--- config.mk ---
export PLATFORM = sky130hd
export DESIGN_NAME = ibge_ctrl
export DESIGN_NICKNAME = d
export VERILOG_FILES = /design/src/hw/rtl/ibge_pkg.sv /design/src/hw/rtl/ibge_ctrl.sv
export SDC_FILE = /design/constraint.sdc
export NUM_CORES = 1
export LEC_CHECK = 0
export BUFFER_PORTS_ARGS = -buffer_cell sky130_fd_sc_hd__buf_2
export CELL_PAD_IN_SITES_DETAIL_PLACEMENT = 0
export CELL_PAD_IN_SITES_GLOBAL_PLACEMENT = 1
export CORE_MARGIN = 10
export CORE_UTILIZATION = 24
export DETAILED_ROUTE_END_ITERATION = 7
export PLACE_DENSITY = 0.87
export SLEW_MARGIN = 5
export SYNTH_ARGS = -nofsm -noshare
export SYNTH_HDL_FRONTEND = slang
export SYNTH_SLANG_ARGS = --single-unit
--- constraint.sdc ---
create_clock -name clk_i -period 2.9 [get_ports clk_i]
set_input_delay 0.58 -clock clk_i [delete_from_list [all_inputs] [get_ports clk_i]]
set_output_delay 0.58 -clock clk_i [all_outputs]
set_load 0.05 [all_outputs]
--- src/hw/rtl/ibge_pkg.sv ---
`timescale 1ns / 1ps
// ----------------------------------------------------------------------------
// ibge_pkg
// Types and constants shared by the band equalizer modules.
// ----------------------------------------------------------------------------
package ibge_pkg;

  localparam int unsigned Bands = 26;
  localparam int unsigned Order = 2;
  localparam int unsigned NTaps = 2 * Order + 1;
  localparam int unsigned NHist = 2 * Order;
  localparam int unsigned BandW = (Bands > 1) ? $clog2(Bands) : 1;
  localparam int unsigned TapW  = $clog2(NTaps + 1);
  localparam int unsigned CoefAw = $clog2(Bands * NTaps);
  localparam int unsigned YhAw   = $clog2(Bands * NHist);
  localparam int unsigned XhW    = (NHist > 1) ? $clog2(NHist) : 1;

  typedef enum logic [1:0] {
    OpSample = 2'd0,
    OpWrFf   = 2'd1,
    OpWrFb   = 2'd2,
    OpWrGain = 2'd3
  } op_e;

  typedef struct packed {
    logic [1:0]         operation;
    logic [4:0]         band;
    logic [2:0]         tap;
    logic signed [31:0] coefficient;
    logic [15:0]        gain;
    logic signed [15:0] sample;
  } in_beat_t;

  typedef struct packed {
    logic signed [15:0] filtered;
    logic               clipped;
  } out_beat_t;

  // datapath commands, one per cycle
  typedef enum logic [2:0] {
    CmdIdle,
    CmdWrite,   // store coefficient or gain from in beat, latch its sample
    CmdBandClr, // clear accumulator (and total if clr_total), load gain of band
    CmdRdFf,    // issue reads for feed-forward tap
    CmdRdFb,    // issue reads for feedback tap
    CmdBandEnd, // saturate band output, push history, add to total
    CmdFinish,  // shift input history, round and saturate total to output
    CmdClear    // zero the stores at band/tap after reset
  } cmd_e;

  typedef struct packed {
    cmd_e               cmd;
    logic [BandW-1:0]   band;
    logic [TapW-1:0]    tap;
    logic               clr_total;
  } ctl_t;

  typedef struct packed {
    logic pipe_busy; // reads/multiplies still in flight
  } sts_t;

endpackage

--- src/hw/rtl/ibge_ctrl.sv ---
`timescale 1ns / 1ps
// ----------------------------------------------------------------------------
// ibge_ctrl
// Sequencer: walks bands and taps, issues datapath commands.
// ----------------------------------------------------------------------------
module ibge_ctrl import ibge_pkg::*; (
  input  logic     clk_i,
  input  logic     rst_ni,
  input  logic     in_valid_i,
  output logic     in_ready_o,
  input  in_beat_t in_data_i,
  input  logic     out_busy_i,
  input  sts_t     sts_i,
  output ctl_t     ctl_o,
  output logic     done_o
);

  typedef enum logic [2:0] {
    StIdle, StBandStart, StFf, StFb, StDrain, StBandEnd, StFinish, StClear
  } state_e;

  state_e           state_q;
  logic [BandW-1:0] band_q;
  logic [TapW-1:0]  tap_q;
  logic             first_q;

  assign in_ready_o = (state_q == StIdle);

  always_comb begin
    ctl_o = '0;
    ctl_o.cmd  = CmdIdle;
    ctl_o.band = band_q;
    ctl_o.tap  = tap_q;
    done_o = 1'b0;
    case (state_q)
      StIdle: begin
        if (in_valid_i && in_ready_o && in_data_i.operation != OpSample) begin
          ctl_o.cmd = CmdWrite;
        end
      end
      StBandStart: begin
        ctl_o.cmd = CmdBandClr;
        ctl_o.clr_total = first_q;
      end
      StFf:      ctl_o.cmd = CmdRdFf;
      StFb:      ctl_o.cmd = CmdRdFb;
      StBandEnd: ctl_o.cmd = CmdBandEnd;
      StFinish: begin
        // hold the total until the previous result has left
        if (!out_busy_i) begin
          ctl_o.cmd = CmdFinish;
          done_o = 1'b1;
        end
      end
      StClear:   ctl_o.cmd = CmdClear;
      default: ;
    endcase
  end

  always_ff @(posedge clk_i or negedge rst_ni) begin
    if (!rst_ni) begin
      state_q <= StClear;
      band_q  <= '0;
      tap_q   <= '0;
      first_q <= 1'b0;
    end else begin
      case (state_q)
        StClear: begin
          if (tap_q == TapW'(NTaps - 1)) begin
            tap_q <= '0;
            if (band_q == BandW'(Bands - 1)) begin
              state_q <= StIdle;
            end else begin
              band_q <= band_q + 1'b1;
            end
          end else begin
            tap_q <= tap_q + 1'b1;
          end
        end
        StIdle: begin
          if (in_valid_i && in_ready_o && in_data_i.operation == OpSample) begin
            state_q <= StBandStart;
            band_q  <= '0;
            first_q <= 1'b1;
          end
        end
        StBandStart: begin
          first_q <= 1'b0;
          tap_q   <= '0;
          state_q <= StFf;
        end
        StFf: begin
          if (tap_q == TapW'(NTaps - 1)) begin
            tap_q   <= TapW'(1);
            state_q <= StFb;
          end else begin
            tap_q <= tap_q + 1'b1;
          end
        end
        StFb: begin
          if (tap_q == TapW'(NTaps - 1)) begin
            state_q <= StDrain;
          end else begin
            tap_q <= tap_q + 1'b1;
          end
        end
        StDrain: begin
          if (!sts_i.pipe_busy) state_q <= StBandEnd;
        end
        StBandEnd: begin
          if (band_q == BandW'(Bands - 1)) begin
            state_q <= StFinish;
          end else begin
            band_q  <= band_q + 1'b1;
            state_q <= StBandStart;
          end
        end
        StFinish: begin
          if (!out_busy_i) state_q <= StIdle;
        end
        default:  state_q <= StIdle;
      endcase
    end
  end

endmodule

# After elaboration in Yosys (flattened, before gate mapping)
# Index checks and enable logic that the tools add are counted.
[op_classes]
addsub = 2
eq_ne = 17
n_mux = 25
n_reduce_logical = 13
[ops]
columns = ["cell", "count"]
rows = [
  ["$mux 3", 12],
  ["$pmux 3 s8", 1],
  ["$pmux 3 s7", 1],
  ["$eq 3x3->1 const B", 5],
  ["$mux 5", 3],
  ["$pmux 5 s3", 1],
  ["$ne 2x2->1 const B", 7],
  ["$pmux 3 s4", 1],
  ["$reduce_and 7->1", 1],
  ["$eq 3x2->1 const B", 2],
  ["$add 5x1->5 const B", 1],
  ["$eq 5x5->1 const B", 1],
  ["$mux 1", 5],
  ["$reduce_and 2->1", 2],
  ["$reduce_bool 2->1", 2],
  ["$reduce_bool 4->1", 1],
  ["$add 3x1->3 const B", 1],
  ["$eq 3x1->1 const B", 1],
  ["$logic_and 1x1->1", 3],
  ["$logic_not 3->1", 1],
  ["$reduce_and 3->1", 1],
  ["$reduce_bool 3->1", 1],
  ["$logic_not 2->1", 1],
  ["$ne 2x1->1 const B", 1],
  ["$pmux 1 s2", 1],
]
[word_totals]
ff_bits = 12
in_bits = 79
out_inout_bits = 14
wordCells = 61

# Logic depth before layout (Yosys ltp)
# Gate-level depths: netlist (run 1).
[depth]
depth_word = 5
depth_mapped = 6
ltp_nobuf = 6

# Worst setup path before layout (run 1)
# Ideal clock, no wire load.
[synth_timing]
path_type = "flip-flop to output port"
from = "reg state_q[1]"
to = "out ctl_o[0] (netlist name)"
arrival_time_ns = 1.916
required_ns = 2.320
setup_slack_ns = 0.404
stages_incl_launch_ff = 4
path_buffers = 2
cell_sequence = "dfstp_2 -> clkbuf_1 -> clkbuf_1 -> nor3b_1"
[synth_rtl]
columns = ["element", "line_no", "source"]
rows = [
  ["start, declared", "ibge_ctrl.sv:22", "state_e state_q;"],
  ["start signal, assigned", "ibge_ctrl.sv:62", "state_q <= StClear;"],
  ["start signal, assigned", "ibge_ctrl.sv:72", "state_q <= StIdle;"],
  ["start signal, assigned", "ibge_ctrl.sv:82", "state_q <= StBandStart;"],
  ["end, declared", "ibge_ctrl.sv:14", "output ctl_t ctl_o,"],
]

# Worst setup path after layout (run 1)
[layout_timing]
from = "reg state_q[2]"
to = "out done_o"
[layout_via]
elab_chain_cells = 2
[layout_lines]
columns = ["element", "line_no", "source"]
rows = [
  ["$eq 3x3->1", "ibge_ctrl.sv:35", "case (state_q)"],
  ["$mux 1", "ibge_ctrl.sv:35", ""],
  ["end, declared", "ibge_ctrl.sv:15", "output logic done_o"],
]
# No other way between the ends.

==> run_results.csv, run 1 <==
group,metric,value,unit
status,run_status,"complete, no violations",
finish,multi_input_area,532,sq um
floorplanning,die_w,80.5,microns
global_route,grt_antenna_before_repair,0,
sta,setup_tns,0,ns
floorplanning,chipHeight,80.5,microns
sta,period_share,80.0,%
synthesis,postSynthAreaPerCell,8.87,sq um
sta,timing.fmax,431,MHz
route,drt_pass1_iterations,4,
clocking,clkLatencyLatePin,0.24,ns
critical_path,path_max_fanout,10,
finish,fillers,360,
route,wire_per_inst,13.8,microns
clocking,clock-sinks,12,
sta,timing.final.crit_period,2.32,ns
floorplanning,dieArea,0.00648,sq mm
synthesis,syn_inst,99,
finish,antennaDiodeCount,0,
synthesis,synth_nets,182,
synthesis,synth_top_area_cell,"dfrtp_1",
sta,slew_violations,0,
global_route,grt_pass1_wl,3.91,mm
synthesis,synth-seq-cells,12,
synthesis,ys_async_sr_fraction,100,%
sta,worst_pin_slew,0.456,ns
finish,fin_util,31.1,%
sta,fin_skew,0.000583,ns
synthesis,synthFlopType,"dfrtp_1",
route,drc,0,
route,vias_per_cell,5.05,
clocking,cts_tree,"done",
clocking,clk_path_buf_depth,2,
clocking,numCtsBuffers,3,
floorplanning,num_rows,21,
synthesis,netlist_area,878,sq um
power_and_ir_drop,leakage,0.470,nW
place,dp_hpwl,1.74,mm
sta,holdWs,0.208,ns
finish,seq_area,304,sq um
finish,drive_gt1_share,30.3,%
clocking,cts-htree-levels,1,
global_route,grt_max_degree,22,
global_route,grt_util_all_layers,7.24,%
finish,nets,203,
floorplanning,start_util,25.5,%
synthesis,synth_top_area_share,25.6,%
sta,rsz0062_at_grt,"false",
synthesis,ys_seq_area_share,34.6,%
critical_path,start_kind,"register",
route,num_vias,834,
job,max_cap_viol_count,0,
route,ant_nets,0,
sta,maxSlewHeadroom,69.6,%
clocking,ctsHoldBuffers,0,
route,drt_first_iter_violations,84,
clocking,cts_resized,0,
place,finalWeightedCongestion,0.811,
critical_path,critPathKind,"reg -> out",
route,wirelength,2.28,mm
finish,areaGrowthSynthToFinish,21.9,%
sta,hold_viol_final,0,
critical_path,end_kind,"output port",
floorplanning,core_area,0.00344,sq mm
synthesis,synth_cell_types,41,
synthesis,synthTopCellsByArea,"dfrtp_1 26%, dfstp_2 9.0%, ha_1 5.7%",
place,port_buffers,20,
critical_path,cp.arrival,1.74,ns
clocking,clk_pin_slew_worst_paths,0.05,ns
worst_hold_path,worst_hold_path_type,"in -> async",
clocking,cts_setup_buffers,0,
power_and_ir_drop,ir_worst_vdd,0.000302,V
synthesis,synth_edf_count,0,
synthesis,yosysMostFrequentCell,"nand2_1",
floorplanning,io_pins,93,
clocking,cts_root_buffer,"clkbuf_8",
power_and_ir_drop,pwr_density_cell,1260,mW/mm^2
critical_path,cp.required,2.32,ns
global_route,grt_overflow,0,
synthesis,yosys_warnings,0,
synthesis,synthTopCellsByCount,"10 x nand2_1, 9 x dfrtp_1, 8 x nor2_1, 6 x inv_1",
global_route,grt_pass1_vias,862,
sta,setup_violations,0,
cells by family after synthesis:
kind of cell	share of synthesized area, %
buffers and inverters	4.84
AO/OA/AOI/OAI	23.2
AND/OR/NAND/NOR	25.9
multiplexers	4.70
flip-flops	34.6
XOR/XNOR	0.997
adder cells (fa/ha/maj)	5.70
power by group:
group	switching, W	total [W]	internal, W
logic	0.000539	0.000790	0.000251
clock network	0.0000651	0.000185	0.000120
registers	0.000130	0.000379	0.000249
total	0.000734	0.00135	0.000620
per-layer routing:
metal  vias up  track usage, %  routed length (microns)  share of wire [%]
met5         -               0                        0                  0
li1        406               -                        -                  -
met1       404            7.68                      993                 44
met3         5            3.23                      201                8.8
met2        19            12.3                     1050                 46
met4         0            2.64                       33                1.4
flip-flops by register name (all words and copies together), names as in the netlist:
name,cells
tap_q,3
band_q,5
first_q,1
state_q,3
stage by stage:
| step | cell area (sq um) | power, W | std cells | setup WS [ns] |
|---|---|---|---|---|
| 2_1_floorplan | 878 | 0.00100 | 99 | 0.404 |
| 3_3_place_gp | 1020 | 0.00116 | 161 | 0.861 |
| 3_5_place_dp | 1020 | 0.00117 | 161 | 0.848 |
| 4_1_cts | 1070 | 0.00137 | 165 | 0.572 |
| 5_1_grt | 1070 | 0.00146 | 165 | 0.488 |
| 6_report | 1070 | 0.00135 | 165 | 0.580 |
path summary, 6_finish.rpt:
check                      startpoint         end  slack (ns)  depth (start not counted)
min reg2reg                   first_q     first_q        0.48                          1
min in group clk_i            first_q     first_q        0.48                          1
max                        state_q[2]      done_o        0.58                          4
min                            rst_ni    tap_q[0]        0.21                          1
max in group asynchronous      rst_ni  state_q[0]        2.42                          1
max reg2reg                state_q[0]   band_q[2]        1.15                          4
cell type report:
type / count / area share [%]
flip-flops and latches: 12 / 28.4
inverters: 6 / 2.10
multi-input cells: 77 / 49.6
clock buffers: 4 / 5.14
well taps: 46 / 5.37
repair buffers: 20 / 9.35
critical path, stage by stage, from the launching register on:
cell,delay [ns]
dfstp_2,0.62
inv_1,0.17
nor3_1,0.28
and2_1,0.16
buf_2,0.25
cell usage in the layout, fill, tap and decap left out, drive strengths merged, types with 4 or more instances in the layout:
cell,Yosys,routed
ha,4,4
dfrtp,9,9
inv,6,6
buf,2,20
clkbuf,2,4
nand2,10,10
nand3,4,4
nor3b,4,4
nor2,8,8
o21ai,5,5
nor3,5,5
a21oi,5,5
(Power assumes the default switching activity.)
==> inputs of run 2 (changes only) <==
--- a/config.mk
+++ b/config.mk
@@ -5,13 +5,14 @@
 export SDC_FILE = /design/constraint.sdc
 export NUM_CORES = 1
 export LEC_CHECK = 0
+export ABC_AREA = 1
 export BUFFER_PORTS_ARGS = -buffer_cell sky130_fd_sc_hd__buf_2
 export CELL_PAD_IN_SITES_DETAIL_PLACEMENT = 0
 export CELL_PAD_IN_SITES_GLOBAL_PLACEMENT = 1
 export CORE_MARGIN = 10
-export CORE_UTILIZATION = 24
+export CORE_UTILIZATION = 20
 export DETAILED_ROUTE_END_ITERATION = 7
-export PLACE_DENSITY = 0.87
+export PLACE_DENSITY = 0.77
 export SLEW_MARGIN = 5
 export SYNTH_ARGS = -nofsm -noshare
 export SYNTH_HDL_FRONTEND = slang
==> constraint.sdc (replaced) <==
create_clock -name clk_i -period 2.11 [get_ports clk_i]
set_input_delay 0.422 -clock clk_i [delete_from_list [all_inputs] [get_ports clk_i]]
set_output_delay 0.422 -clock clk_i [all_outputs]
set_load 0.05 [all_outputs]
==> run 2 against run 1 <==
Sequential cell count is the same; design area grew 16%; sequential share of layout area shrank 4.0 points; synthesized cell count grew 38%; clock power grew 40%; final cell count grew 33%; critical path depth grew 1.
==> run_results.csv, run 2 <==
group,metric,value,unit
status,run_status,"complete, no violations",
finish,nets,249,
synthesis,synth_compound_area_share,7.93,%
synthesis,ys_seq_area_share,31.6,%
synthesis,synth_edf_count,0,
synthesis,synth_cell_types,22,
power_and_ir_drop,leakage,0.654,nW
floorplanning,io_pins,93,
finish,antennaDiodeCount,0,
clocking,cts-htree-levels,1,
route,wire_per_inst,11.4,microns
clocking,clk_path_buf_depth,2,
floorplanning,core_area,0.00469,sq mm
sta,period_share,96.4,%
global_route,grt_util_all_layers,6.74,%
power_and_ir_drop,pwr_density_cell,1820,mW/mm^2
power_and_ir_drop,ir_worst_vdd,0.00103,V
power_and_ir_drop,power_frac_clock,11.5,%
critical_path,critPathKind,"reg -> out",
synthesis,synth_top_area_cell,"dfrtp_1",
critical_path,cp.arrival,1.61,ns
floorplanning,chipHeight,89.4,microns
critical_path,r2r_start,"tap_q[0]",
floorplanning,start_util,20.5,%
sta,fin_skew,0.00251,ns
critical_path,r2r_end,"band_q[1]",
sta,maxSlewHeadroom,79.1,%
sta,timing.fmax,491,MHz
finish,largest_reg_flops,5,
critical_path,rrSetupSlack,0.52,ns
route,ant_nets,0,
finish,mostFrequentLayoutCells,"42 x nand2_1, 18 x buf_2, 16 x nand3_1",
worst_hold_path,worst_hold_path_type,"in -> async",
critical_path,start_kind,"register",
synthesis,postSynthAreaPerCell,7.02,sq um
power_and_ir_drop,finalPower,0.00226,W
synthesis,synthFlopType,"dfrtp_1",
finish,fillers,537,
synthesis,syn_inst,137,
route,drc,0,
place,finalWeightedCongestion,0.788,
place,place_inst,211,
place,port_buffers,20,
global_route,grt_pass1_wl,4.29,mm
critical_path,path_max_fanout,5,
global_route,grt_max_degree,13,
synthesis,synthXorXnorAreaFrac,0.910,%
finish,drive_gt1_share,35.2,%
power_and_ir_drop,power_frac_seq,21.0,%
finish,areaGrowthSynthToFinish,29.4,%
global_route,grt_pass1_vias,906,
critical_path,end_kind,"output port",
critical_path,r2r_cells,8,
clocking,cts_tree,"done",
critical_path,cp.required,1.69,ns
synthesis,ys_async_sr_fraction,100,%
sta,timing.final.crit_period,2.03,ns
floorplanning,die_w,89.4,microns
power_and_ir_drop,p_int,0.000974,W
finish,largest-register,"band_q",
synthesis,yosys.area_share.simple,45.4,%
floorplanning,num_rows,25,
finish,final_common_cell,"nand2_1",
synthesis,synth_mux_area_share,0,%
sta,worst_pin_slew,0.312,ns
clocking,clk_pin_slew_worst_paths,0.06,ns
floorplanning,dieArea,0.00799,sq mm
power_and_ir_drop,switching_share,56.9,%
job,max_cap_viol_count,0,
finish,reg_top3,"band_q: 5 flops, state_q: 3 flops, tap_q: 3 flops",
synthesis,yosysMostFrequentCell,"nand2_1",
global_route,grt_overflow,0,
clocking,cts_root_buffer,"clkbuf_8",
synthesis,synth-seq-cells,12,
clocking,clkLatencyLatePin,0.24,ns
synthesis,synth_top_family_by_area,"simple AND/OR/NAND/NOR gates",
sta,setup_violations,0,
synthesis,synth_fa_ha_area_share,5.20,%
synthesis,synth_nets,220,
sta,hold_viol_final,0,
global_route,grt_antenna_before_repair,0,
route,drt_pass1_iterations,4,
power_and_ir_drop,power.share.combinational,67.5,%
finish,fin_cells,219,
route,drt_first_iter_violations,54,
synthesis,synthTopCellsByArea,"dfrtp_1 23%, nand2_1 16%, nand3_1 8.3%",
route,wirelength,2.49,mm
synthesis,yosys_warnings,0,
clocking,numCtsBuffers,3,
route,vias_per_cell,4.03,
sta,slew_violations,0,
power_and_ir_drop,netSwitchingPower,0.00129,W
route,num_vias,883,
synthesis,synthTopCellsByCount,"42 x nand2_1, 16 x nand3_1, 14 x inv_1, 14 x nor2_1, 9 x dfrtp_1",
clocking,clock-sinks,12,
synthesis,netlist_area,962,sq um
place,dp_hpwl,1.97,mm
synthesis,synth_top_area_share,23.4,%
==> run 2: power by group through the flow <==
| stage | sequential [W] | combinational, W | clock [W] |
|---|---|---|---|
| after floorplan | 0.000622 | 0.00102 | 0 |
| final | 0.000475 | 0.00153 | 0.000259 |
| after detailed placement | 0.000469 | 0.00147 | 0 |
| after CTS | 0.000468 | 0.00147 | 0.000269 |
| after global placement | 0.000470 | 0.00146 | 0 |
| after global routing | 0.000493 | 0.00171 | 0.000274 |
==> run 2: what timing repair did <==
action	in CTS	in global routing
resized for setup	0	8
endpoints found under the setup margin	0	2
hold buffers	0	0
buffers inserted	0	4
==> run 2: cell type report <==
cell class | count | area, sq um | share of cell area [%]
clock buffer | 4 | 55.1 | 4.42
tap | 54 | 67.6 | 5.43
sequential | 12 | 304 | 24.4
timing repair buffer | 26 | 154 | 12.4
multi-input combinational | 106 | 593 | 47.6
inverter | 17 | 71.3 | 5.73
==> run 2: worst max-delay path by stage <==
stage               start        end  slack [ns]  depth (start not counted)
6_report       state_q[0]  ctl_o[11]        0.08                          5
5_1_grt        state_q[0]   ctl_o[9]     -0.0003                          5
4_1_cts        state_q[0]   ctl_o[0]        0.03                          5
3_5_place_dp   state_q[0]   ctl_o[0]        0.31                          5
3_3_place_gp   state_q[1]   ctl_o[9]        0.31                          6
2_1_floorplan  state_q[0]   ctl_o[9]       -0.11                          6
==> run 2: per-layer routing <==
| metal | vias up | track usage (%) | wire (microns) |
|---|---|---|---|
| met1 | 377 | 8.08 | 1230 |
| met5 | - | 0 | 0 |
| met4 | 0 | 0.867 | 8 |
| met3 | 2 | 2.46 | 120 |
| li1 | 492 | - | - |
| met2 | 12 | 11.5 | 1130 |
==> run 2: critical path, stage by stage, from the launching register on <==
cell and delay, ns:
dfstp_2 0.62, clkinvlp_4 0.17, nor2_2 0.18, nor2_1 0.08, nand3_1 0.06, buf_2 0.26
==> run 2: per-stage QoR <==
step	instance area [sq um]	hold WS [ns]	utilization (%)	worst slack, ns	setup TNS (ns)
CTS	1200	0.0679	25.5	0.0262	0
finish	1240	0.0569	26.5	0.0752	0
floorplan	982	0.126	-	-0.112	-0.112
detailed placement	1140	0.333	24.3	0.315	0
global route	1240	0.0833	26.5	-0.000299	-0.000299
global placement	1140	0.326	24.3	0.310	0
==> run 2: kinds of logic (layout without fill, tap and decap cells) <==
| group | Yosys count | after routing |
|---|---|---|
| AOI/OAI and AO/OA | 12 | 12 |
| xor gates and xnor gates | 1 | 1 |
| adders and majority gates | 4 | 4 |
| buffers and inverters | 19 | 47 |
| DFF | 12 | 12 |
| and+or+nand+nor | 89 | 89 |
==> inputs of run 3 (changes only) <==
--- a/config.mk
+++ b/config.mk
@@ -7,7 +7,7 @@
 export LEC_CHECK = 0
 export ABC_AREA = 1
 export BUFFER_PORTS_ARGS = -buffer_cell sky130_fd_sc_hd__buf_2
-export CELL_PAD_IN_SITES_DETAIL_PLACEMENT = 0
+export CELL_PAD_IN_SITES_DETAIL_PLACEMENT = 1
 export CELL_PAD_IN_SITES_GLOBAL_PLACEMENT = 1
 export CORE_MARGIN = 10
 export CORE_UTILIZATION = 20
==> run 3 against run 2 <==
Sequential cell count is the same; setup slack lost 0.0022 ns; utilization shrank 0.85 points; largest cell class unchanged; largest power group unchanged.
==> run_results.csv, run 3 (synthesis results as in run 2) <==
group,metric,value,unit
floorplanning,num_rows,25,
power_and_ir_drop,leakage,0.639,nW
critical_path,rrSetupSlack,0.50,ns
critical_path,cp.required,1.69,ns
critical_path,critPathKind,"reg -> out",
clocking,cts-htree-levels,1,
critical_path,cp_num_buf_inv,2,
finish,mostFrequentLayoutCells,"42 x nand2_1, 18 x buf_2, 16 x nand3_1",
critical_path,start_kind,"register",
sta,setup_violations,0,
place,dp_hpwl,2.24,mm
global_route,grt_pass1_vias,1032,
clocking,cts_tree,"done",
clocking,clock-sinks,12,
critical_path,cpMaxStageDelayCell,"dfstp_2",
clocking,cts_setup_buffers,0,
finish,largest_reg_flops,5,
route,drt_first_iter_violations,29,
clocking,clk_pin_slew_worst_paths,0.06,ns
finish,nets,245,
sta,fin_skew,0.00620,ns
route,num_vias,930,
floorplanning,io_pins,93,
critical_path,cp.arrival,1.62,ns
power_and_ir_drop,pwr_density_cell,1840,mW/mm^2
route,vias_per_cell,4.33,
route,wire_per_inst,12.9,microns
global_route,grt_max_degree,13,
sta,period_share,96.5,%
route,drt_pass1_iterations,4,
route,wirelength,2.78,mm
clocking,cts_root_buffer,"clkbuf_8",
job,max_cap_viol_count,0,
status,run_status,"complete, no violations",
floorplanning,die_w,89.4,microns
clocking,ctsHoldBuffers,0,
finish,antennaDiodeCount,0,
global_route,grt_pass1_wl,4.69,mm
finish,areaGrowthSynthToFinish,25.2,%
route,drc,0,
worst_hold_path,worst_hold_path_type,"in -> async",
clocking,clk_path_buf_depth,2,
global_route,grt_util_all_layers,7.62,%
floorplanning,chipHeight,89.4,microns
floorplanning,start_util,20.5,%
sta,hold_viol_final,0,
sta,timing.final.crit_period,2.04,ns
global_route,grt_overflow,0,
clocking,cts_resized,0,
floorplanning,dieArea,0.00799,sq mm
finish,largest-register,"band_q",
sta,maxSlewHeadroom,78.8,%
sta,worst_pin_slew,0.318,ns
sta,setup_slack,0.0730,ns
critical_path,path_delay_family,"flip-flops",
sta,rsz0062_at_grt,"false",
place,port_buffers,20,
critical_path,slowest_delay,0.60,ns
critical_path,end_kind,"output port",
clocking,clkLatencyLatePin,0.25,ns
sta,slew_violations,0,
place,finalWeightedCongestion,0.788,
power_and_ir_drop,finalPower,0.00221,W
floorplanning,core_area,0.00469,sq mm
power_and_ir_drop,ir_worst_vdd,0.000610,V
route,ant_nets,0,
finish,drive_gt1_share,32.3,%
finish,final_common_cell,"nand2_1",
sta,timing.fmax,491,MHz
critical_path,path_max_fanout,5,
global_route,grt_antenna_before_repair,0,
clocking,numCtsBuffers,3,
critical_path,critical_path.cell_chain,"inv_1, nor2_2, nor2_1, nand3_1, buf_2",
finish,reg_top3,"band_q: 5 flops, state_q: 3 flops, tap_q: 3 flops",
place,dp_worst_setup_slack,0.300,ns
[run 3: cell count changes in the layout (fill, tap and decap cells not counted), sizes merged]
| cell | before | now |
|---|---|---|
| inv | 15 | 16 |
| clkinvlp | 2 | 1 |
| buf | 26 | 22 |
[run 3: cell type report]
cell class,instances,area [sq um]
Inverter,17,67.6
Fill cell,591,3490
Sequential cell,12,304
Clock buffer,4,55.1
Timing Repair Buffer,22,120
Multi-Input combinational cell,106,591
Tap cell,54,67.6
[run 3: metal layers]
layer  vias up  GRT usage [%]  wire, microns
met2        12           13.0           1390
met1       435           8.34           1220
li1        479              -              -
met5         -              0              0
met4         0           2.17             22
met3         4           3.37            142
[run 3: final timing paths]
check,start,end,depth (start not counted)
worst min register to register,first_q,first_q,2
worst min-delay path,rst_ni,band_q[4],1
min in group clk_i,in_valid_i,first_q,3
worst max register to register,tap_q[0],band_q[2],8
worst max-delay path,state_q[0],ctl_o[11],5
max in group asynchronous,rst_ni,state_q[2],1
[run 3: stage by stage]
| stage | instance area [sq um] | util, % | cells | TNS, ns | hold WS [ns] |
|---|---|---|---|---|---|
| after floorplan | 982 | - | 137 | -0.112 | 0.126 |
| after global placement | 1140 | 24.3 | 211 | 0 | 0.326 |
| after detailed placement | 1140 | 24.3 | 211 | 0 | 0.336 |
| after CTS | 1200 | 25.5 | 215 | 0 | 0.0582 |
| after global routing | 1200 | 25.7 | 215 | 0 | 0.0799 |
| final | 1200 | 25.7 | 215 | 0 | 0.0538 |
[run 3: report_power, final]
part	switching (W)	leakage [nW]	internal [W]
clock network	0.0000975	0.0288	0.000166
logic	0.00107	0.460	0.000412
registers	0.000124	0.150	0.000346
total	0.00129	0.639	0.000923
